## src/bsa_pkg.sv

```systemverilog
// Shared constants, codes and types for the bitmap slot allocator.
package bsa_pkg;

    // Table geometry
    localparam int SLOT_COUNT  = 256;
    localparam int SLOT_W      = $clog2(SLOT_COUNT);
    localparam int MARK_W      = SLOT_W + 1;
    localparam int VALUE_WIDTH = 32;

    // Two-level hole search: groups of bits, then the bit inside a group
    localparam int GRP_SIZE  = 16;
    localparam int GRP_COUNT = SLOT_COUNT / GRP_SIZE;
    localparam int GRP_W     = $clog2(GRP_COUNT);
    localparam int LOW_W     = $clog2(GRP_SIZE);

    // Operation codes
    typedef enum logic [1:0] {
        FUNC_PUSH   = 2'd0,
        FUNC_REMOVE = 2'd1,
        FUNC_READ   = 2'd2,
        FUNC_CLEAR  = 2'd3
    } func_t;

    // Result status codes
    typedef enum logic [1:0] {
        STAT_OK   = 2'd0,
        STAT_FULL = 2'd1,
        STAT_BAD  = 2'd2
    } status_t;

    // Control sequence
    typedef enum logic [1:0] {
        ST_IDLE,
        ST_FIND,
        ST_EXEC
    } state_t;

    // First-hole search result
    typedef struct packed {
        logic              found;
        logic [SLOT_W-1:0] slot;
    } hole_find_t;

endpackage

```

## src/bsa_first_hole.sv

```systemverilog
// Two-step first-fit search over the hole bitmap: lowest group, then lowest bit.
module bsa_first_hole (
    input  logic                           clk,
    input  logic                           rst_n,
    input  logic                           capture,
    input  logic [bsa_pkg::SLOT_COUNT-1:0] hole_map,
    output bsa_pkg::hole_find_t            find
);

    import bsa_pkg::*;

    logic [GRP_COUNT-1:0] grp_any;
    logic [GRP_W-1:0]     grp_sel;
    logic                 grp_found;
    logic [GRP_W-1:0]     grp_reg;
    logic [GRP_W-1:0]     grp_next;
    logic                 found_reg;
    logic                 found_next;
    logic [GRP_SIZE-1:0]  grp_bits;
    logic [LOW_W-1:0]     low_sel;

    // Flag groups that hold at least one hole
    always_comb
    begin
        for (int g = 0; g < GRP_COUNT; g++)
        begin
            grp_any[g] = |hole_map[g*GRP_SIZE +: GRP_SIZE];
        end
    end

    // Pick the lowest group with a hole
    always_comb
    begin
        grp_sel   = '0;
        grp_found = 1'b0;
        for (int g = GRP_COUNT - 1; g >= 0; g--)
        begin
            if (grp_any[g])
            begin
                grp_sel   = GRP_W'(g);
                grp_found = 1'b1;
            end
        end
    end

    // Hold the group choice for the second step
    always_comb
    begin
        grp_next   = grp_reg;
        found_next = found_reg;
        if (capture)
        begin
            grp_next   = grp_sel;
            found_next = grp_found;
        end
    end

    always_ff @(posedge clk or negedge rst_n)
    begin
        if (!rst_n)
        begin
            grp_reg   <= '0;
            found_reg <= 1'b0;
        end
        else
        begin
            grp_reg   <= grp_next;
            found_reg <= found_next;
        end
    end

    // Pick the lowest hole inside the chosen group
    assign grp_bits = hole_map[grp_reg*GRP_SIZE +: GRP_SIZE];

    always_comb
    begin
        low_sel = '0;
        for (int b = GRP_SIZE - 1; b >= 0; b--)
        begin
            if (grp_bits[b])
            begin
                low_sel = LOW_W'(b);
            end
        end
    end

    assign find.found = found_reg;
    assign find.slot  = {grp_reg, low_sel};

endmodule

```

## config.mk

```make
export PLATFORM = sky130hd
export DESIGN_NAME = bsa_first_hole
export DESIGN_NICKNAME = d
export VERILOG_FILES = /design/src/bsa_pkg.sv /design/src/bsa_first_hole.sv
export SDC_FILE = /design/constraint.sdc
export NUM_CORES = 1
export LEC_CHECK = 0
export BUFFER_PORTS_ARGS = -buffer_cell sky130_fd_sc_hd__buf_2
export CAP_MARGIN = 10
export CORE_AREA = 2 2 103 105
export CTS_BUF_LIST = sky130_fd_sc_hd__clkbuf_8 sky130_fd_sc_hd__clkbuf_16
export DETAILED_ROUTE_END_ITERATION = 12
export DIE_AREA = 0 0 105 107
export MAX_ROUTING_LAYER = met4
export PLACE_DENSITY = 0.7
export SKIP_LAST_GASP = 1
export SLEW_MARGIN = 20
export SYNTH_ARGS = -nofsm -noshare
export SYNTH_HDL_FRONTEND = slang
export SYNTH_SLANG_ARGS = --single-unit
```

## constraint.sdc

```tcl
create_clock -name clk -period 3.05 [get_ports clk]
set_input_delay 0.4575 -clock clk [delete_from_list [all_inputs] [get_ports clk]]
set_output_delay 0.4575 -clock clk [all_outputs]
set_load 0.01 [all_outputs]
```

==> results.toml, run 1 <==
[global_route]
antenna_found_initial = 0
grtUsageTotal = 0.310
grt_pass1_wl_microns = 25700
grt_pass1_vias = 4640
overflow = 0
grt_max_degree = 44

[route]
vias = 4471
wl_met3_microns = 1710
wl_per_cell_microns = 25.6
met1Wirelength_microns = 6470
vias_per_cell = 6.38
wl_microns = 17900
route.detailed.drc = 0
dr.pass1.iters = 5
ant_nets = 0
wl_met2_microns = 8920
dr.max_layer_used = "met4"
drt-initial-drc-count = 327

[synthesis]
syn_area_per_cell_sq_um = 11.3
ys_ff_latch = 5
synthMuxAreaShare = 0.529
synth_fa_ha_area_frac = 0
synth.yosys.warnings = 0
synth_xor_area_frac = 0
synthesis.nets = 539
syn-instance-count = 280
syn_area_sq_um = 3160
ys_seq_area_frac = 0.0396
async_reset_ff_frac = 1.00
synth-edff-count = 0
synth_top_flop_cell = "dfrtp_1"
synth-compound-area-share = 0.115
synthSimpleGateAreaFrac = 0.249
synth_top_family_by_area = "multiplexers"
synth_cell_types = 45

[placed_design]
gp_congestion = 1.08
portBuffers = 267
hpwl_microns = 15300
placed_cells = 673
placed_area_sq_um = 4610

[cts]
clock_sinks = 5
numCtsBuffers = 3
insertion_delay_ns = 0.23
clockBufferDepth = 2
clkTransAtPathRegs_ns = 0.04
root_buffer = "clkbuf_8"
cts-htree-levels = 1
cts_tree = "yes"

[floorplanning]
io_pins = 268
die_area_sq_um = 11200
num_rows = 37
start_util = 0.313
die_h_microns = 107
coreArea_sq_um = 10100
die_x_microns = 105

[sta]
hold_viol = 0
fin_skew_ns = 0
rsz0062_at_grt = "true"
tightest_slew_ns = 0.632
min_period_ns = 3.32
finalSetupViolCount = 4
fin_crit_sh = 1.09
fin_tns_setup_ns = -0.836
timing.final.ws_setup_ns = -0.268
slew_headroom = 0.575
fmax_mhz = 301
slew_viol_final = 0

[power]
swShare = 0.385
powerDensity_nw_per_um2 = 118
peakVddDrop_v = 0.000168
seqPwrFrac = 0.113
power.switching_uw = 228
p_int_uw = 363
pwr-share-clk = 0.212
leakagePower_uw = 0.00211
finalPower_uw = 591
comb_power_share = 0.675

[cells_and_area]
drive_gt1_frac = 0.642
multi_input_area_sq_um = 2910
final_net_count = 825
stdcell_count = 701
diodes = 0
final_area_sq_um = 5010
final_util = 0.497
regArea_sq_um = 130
largest_reg_flops = 4
fillers = 1011
area_growth_pct = 58.8

[worst_setup_path]
required_ns = 2.59
endpoint_kind = "output pin"
startpoint_type = "flip-flop"
crit_fanout = 7
arrival_ns = 2.86
crit_type = "flip-flop to output pin"

[job]
cap_violations = 0

[worst_hold_path]
hp-class = "input pin to async pin"

[status]
outcome = "finished, violations left"
failed_checks = "setup timing"
[critical path: stages (launching register included)]
cell	delay (ns)
dfrtp_4	0.50
buf_12	0.15
buf_8	0.13
buf_12	0.12
mux4_2	0.42
a22o_1	0.23
a221oi_2	0.24
nand2_1	0.14
o21ai_1	0.18
a21oi_1	0.10
o31a_1	0.28
buf_2	0.15
[cell usage after synthesis (4+ instances only)]
cell     count  share of area
nand4_1     16          0.032
buf_6        4          0.014
mux4_2      31           0.22
nand2_1     15          0.018
a22o_1       6          0.017
nor4_1      67           0.13
buf_2        5         0.0079
mux4_1      37           0.31
nor2_1      18          0.021
dfrtp_1      5          0.040
a21oi_1      6         0.0095
a22oi_1     14          0.033
[cell usage in the layout, fill, tap and decap left out, types with 3 or more instances in the layout]
master,instances
buf_2,267
nor4_1,66
mux4_2,35
mux4_1,33
buf_4,24
nor2_1,17
nand4_1,16
nand2_1,14
a22oi_1,10
buf_12,7
a22o_1,6
a21oi_1,5
a22oi_2,4
inv_1,4
a221oi_2,3
and4_1,3
o31ai_1,3
clkbuf_8,3
dfrtp_1,3
[per-stage QoR]
step / hold slack, ns / setup slack, ns
finish: 0.0498 / -0.268
global route: 0.0504 / -0.326
CTS: 0.0489 / -0.183
detailed placement: 0.288 / -0.000434
global placement: 0.289 / 0.0157
floorplan: 0.162 / 0.226
[repair_timing]
| item | 4_1_cts | 5_1_grt |
|---|---|---|
| cloned | 2 | 0 |
| resized for setup | 15 | 11 |
| buffers inserted | 19 | 3 |
| hold buffers | 0 | 0 |
| setup endpoints to repair | 4 | 4 |
| pin swaps | 4 | 9 |
[cell type report]
cell class / instances / share of cell area
clock buffers: 3 / 0.00824
inverters: 3 / 0.00225
well taps: 136 / 0.0339
repair buffers: 302 / 0.349
clock inverters: 1 / 0.000749
flip-flops and latches: 5 / 0.0260
multi-input cells: 251 / 0.580
[power by group through the flow]
| stage | Combinational (uW) | Clock [uW] | Sequential (uW) |
|---|---|---|---|
| after floorplan | 109 | 0 | 67.6 |
| after global routing | 417 | 133 | 66.7 |
| final | 399 | 125 | 66.7 |
| after detailed placement | 370 | 0 | 67.6 |
| after CTS | 378 | 126 | 66.7 |
| after global placement | 363 | 0 | 67.6 |
[worst paths after layout]
| path | start | endpoint | slack [ns] | depth (start not counted) |
|---|---|---|---|---|
| setup / recovery | grp_reg[0]$_DFFE_PN0P_ | find[1] | -0.27 | 11 |
| min in group clk | capture | found_reg$_DFFE_PN0P_ | 0.53 | 3 |
| hold / removal | rst_n | found_reg$_DFFE_PN0P_ | 0.05 | 1 |
| max in group asynchronous | rst_n | grp_reg[0]$_DFFE_PN0P_ | 2.83 | 1 |
| setup reg to reg | grp_reg[0]$_DFFE_PN0P_ | grp_reg[0]$_DFFE_PN0P_ | 1.91 | 5 |
| hold reg to reg | found_reg$_DFFE_PN0P_ | found_reg$_DFFE_PN0P_ | 0.57 | 2 |
[cell families after synthesis]
family / after synthesis
and+or+nand+nor: 136
muxes: 68
AOI/OAI and AO/OA: 47
buffers and inverters: 24
DFF: 5
[metal layers]
metal  vias up  GRT usage
met3        69     0.0584
met4         0      0.128
met2       384      0.533
li1       1907          -
met5         -          -
met1      2111      0.358
Power figures use the tool's default switching activity.
==> run 2, diff against run 1 <==
--- a/config.mk
+++ b/config.mk
@@ -13,7 +13,6 @@
 export DIE_AREA = 0 0 105 107
 export MAX_ROUTING_LAYER = met4
 export PLACE_DENSITY = 0.7
-export SKIP_LAST_GASP = 1
 export SLEW_MARGIN = 20
 export SYNTH_ARGS = -nofsm -noshare
 export SYNTH_HDL_FRONTEND = slang
==> results.toml, run 2 (synthesis gave the netlist of run 1 again) <==
[floorplanning]
start_util = 0.313
io_pins = 268
coreArea_sq_um = 10100
die_h_microns = 107
die_x_microns = 105
die_area_sq_um = 11200
num_rows = 37

[cts]
root_buffer = "clkbuf_8"
cts_tree = "yes"
numCtsBuffers = 3
clockBufferDepth = 2
cts-htree-levels = 1
insertion_delay_ns = 0.23
clock_sinks = 5
clkTransAtPathRegs_ns = 0.04

[worst_setup_path]
crit_type = "flip-flop to output pin"
startpoint_type = "flip-flop"
crit_fanout = 7
arrival_ns = 2.86
critPathMostFrequentCell = "buf_12"
slowest_delay_ns = 0.50
required_ns = 2.59
slowest_stage = "dfrtp_4"
path_cells = "buf_12, buf_8, buf_12, mux4_2, a22o_1, a221oi_2, nand2_1, o21ai_1, a21oi_1, o31a_1, buf_2"
endpoint_kind = "output pin"

[placed_design]
hpwl_microns = 15300
portBuffers = 267
gp_congestion = 1.08

[route]
dr.pass1.iters = 7
vias = 4480
wl_per_cell_microns = 25.6
vias_per_cell = 6.39
drt-initial-drc-count = 325
wl_microns = 17900
route.detailed.drc = 0
ant_nets = 0

[worst_hold_path]
hp-class = "input pin to async pin"

[cells_and_area]
final_util = 0.497
diodes = 0
final_net_count = 825
largest_reg_flops = 4
area_growth_pct = 58.9
fillers = 1010
final_common_cell = "buf_2"
layout_common_cells = "buf_2 (267), nor4_1 (66), mux4_2 (35), mux4_1 (33), buf_4 (24)"
drive_gt1_frac = 0.644

[sta]
fmax_mhz = 302
fin_skew_ns = 0
finalSetupViolCount = 4
timing.final.ws_setup_ns = -0.263
holdWs_ns = 0.0500
slew_viol_final = 0
slew_headroom = 0.592
rsz0062_at_grt = "true"
min_period_ns = 3.31
fin_crit_sh = 1.09
tightest_slew_ns = 0.606
hold_viol = 0

[power]
peakVddDrop_v = 0.000169
leakagePower_uw = 0.00211
powerDensity_nw_per_um2 = 118

[status]
outcome = "finished, violations left"
failed_checks = "setup timing"

[job]
cap_violations = 0

[global_route]
grt_pass1_wl_microns = 25700
grt_pass1_vias = 4640
grt_max_degree = 44
grtUsageTotal = 0.310
antenna_found_initial = 0
overflow = 0
-- run 2: cell counts in the layout (fill, tap and decap cells not counted) --
Identical to the previous run, type by type.
-- run 2: final cells by class --
type	instances	area [sq um]	share of cell area
clock inverters	1	3.75	0.000748
inverters	3	11.3	0.00224
well taps	136	170	0.0339
flip-flops and latches	5	130	0.0259
clock buffers	3	41.3	0.00823
multi-input cells	251	2910	0.580
repair buffers	302	1750	0.348
-- run 2: stage by stage --
step,std cells,cell area (sq um),total power (uW),worst slack [ns],setup TNS [ns]
6_report,701,5020,592,-0.263,-0.827
2_1_floorplan,280,3160,177,0.226,0
5_1_grt,701,5020,617,-0.326,-1.19
3_3_place_gp,673,4610,431,0.0157,0
4_1_cts,698,4940,572,-0.183,-0.619
3_5_place_dp,673,4610,437,-0.000434,-0.000434
-- run 2: worst paths after layout --
path / depth (start not counted) / from / to / slack (ns)
max: 11 / grp_reg[0]$_DFFE_PN0P_ / find[1] / -0.26
min reg2reg: 2 / found_reg$_DFFE_PN0P_ / found_reg$_DFFE_PN0P_ / 0.57
max in group asynchronous: 1 / rst_n / grp_reg[0]$_DFFE_PN0P_ / 2.83
min in group clk: 3 / capture / found_reg$_DFFE_PN0P_ / 0.53
min: 1 / rst_n / found_reg$_DFFE_PN0P_ / 0.05
max reg2reg: 5 / grp_reg[0]$_DFFE_PN0P_ / grp_reg[0]$_DFFE_PN0P_ / 1.91
-- run 2: per-layer routing --
layer,wire (microns),vias to the layer above,track usage
met1,6460,2124,0.358
met3,1680,59,0.0584
met5,0,-,-
met2,8970,390,0.533
met4,831,0,0.128
li1,-,1907,-
-- run 2: power breakdown --
group / switching, uW / total (uW) / internal, uW
combinational: 189 / 399 / 210
sequential: 0.000744 / 66.7 / 66.7
clock: 38.9 / 126 / 86.8
-- run 2: timing repair --
item / 4_1_cts / 5_1_grt
cloned: 2 / 0
endpoints found under the setup margin: 4 / 4
resized for setup: 15 / 12
pin swaps: 4 / 9
hold buffers: 0 / 0
buffers inserted: 19 / 3
-- run 2: worst max-delay path: cells and delay by family (launching register included) --
| family | cells | cell delay [ns] |
|---|---|---|
| compound gates | 5 | 0.99 |
| buf+inv | 4 | 0.55 |
| flops | 1 | 0.50 |
| mux | 1 | 0.42 |
| simple gates | 1 | 0.14 |
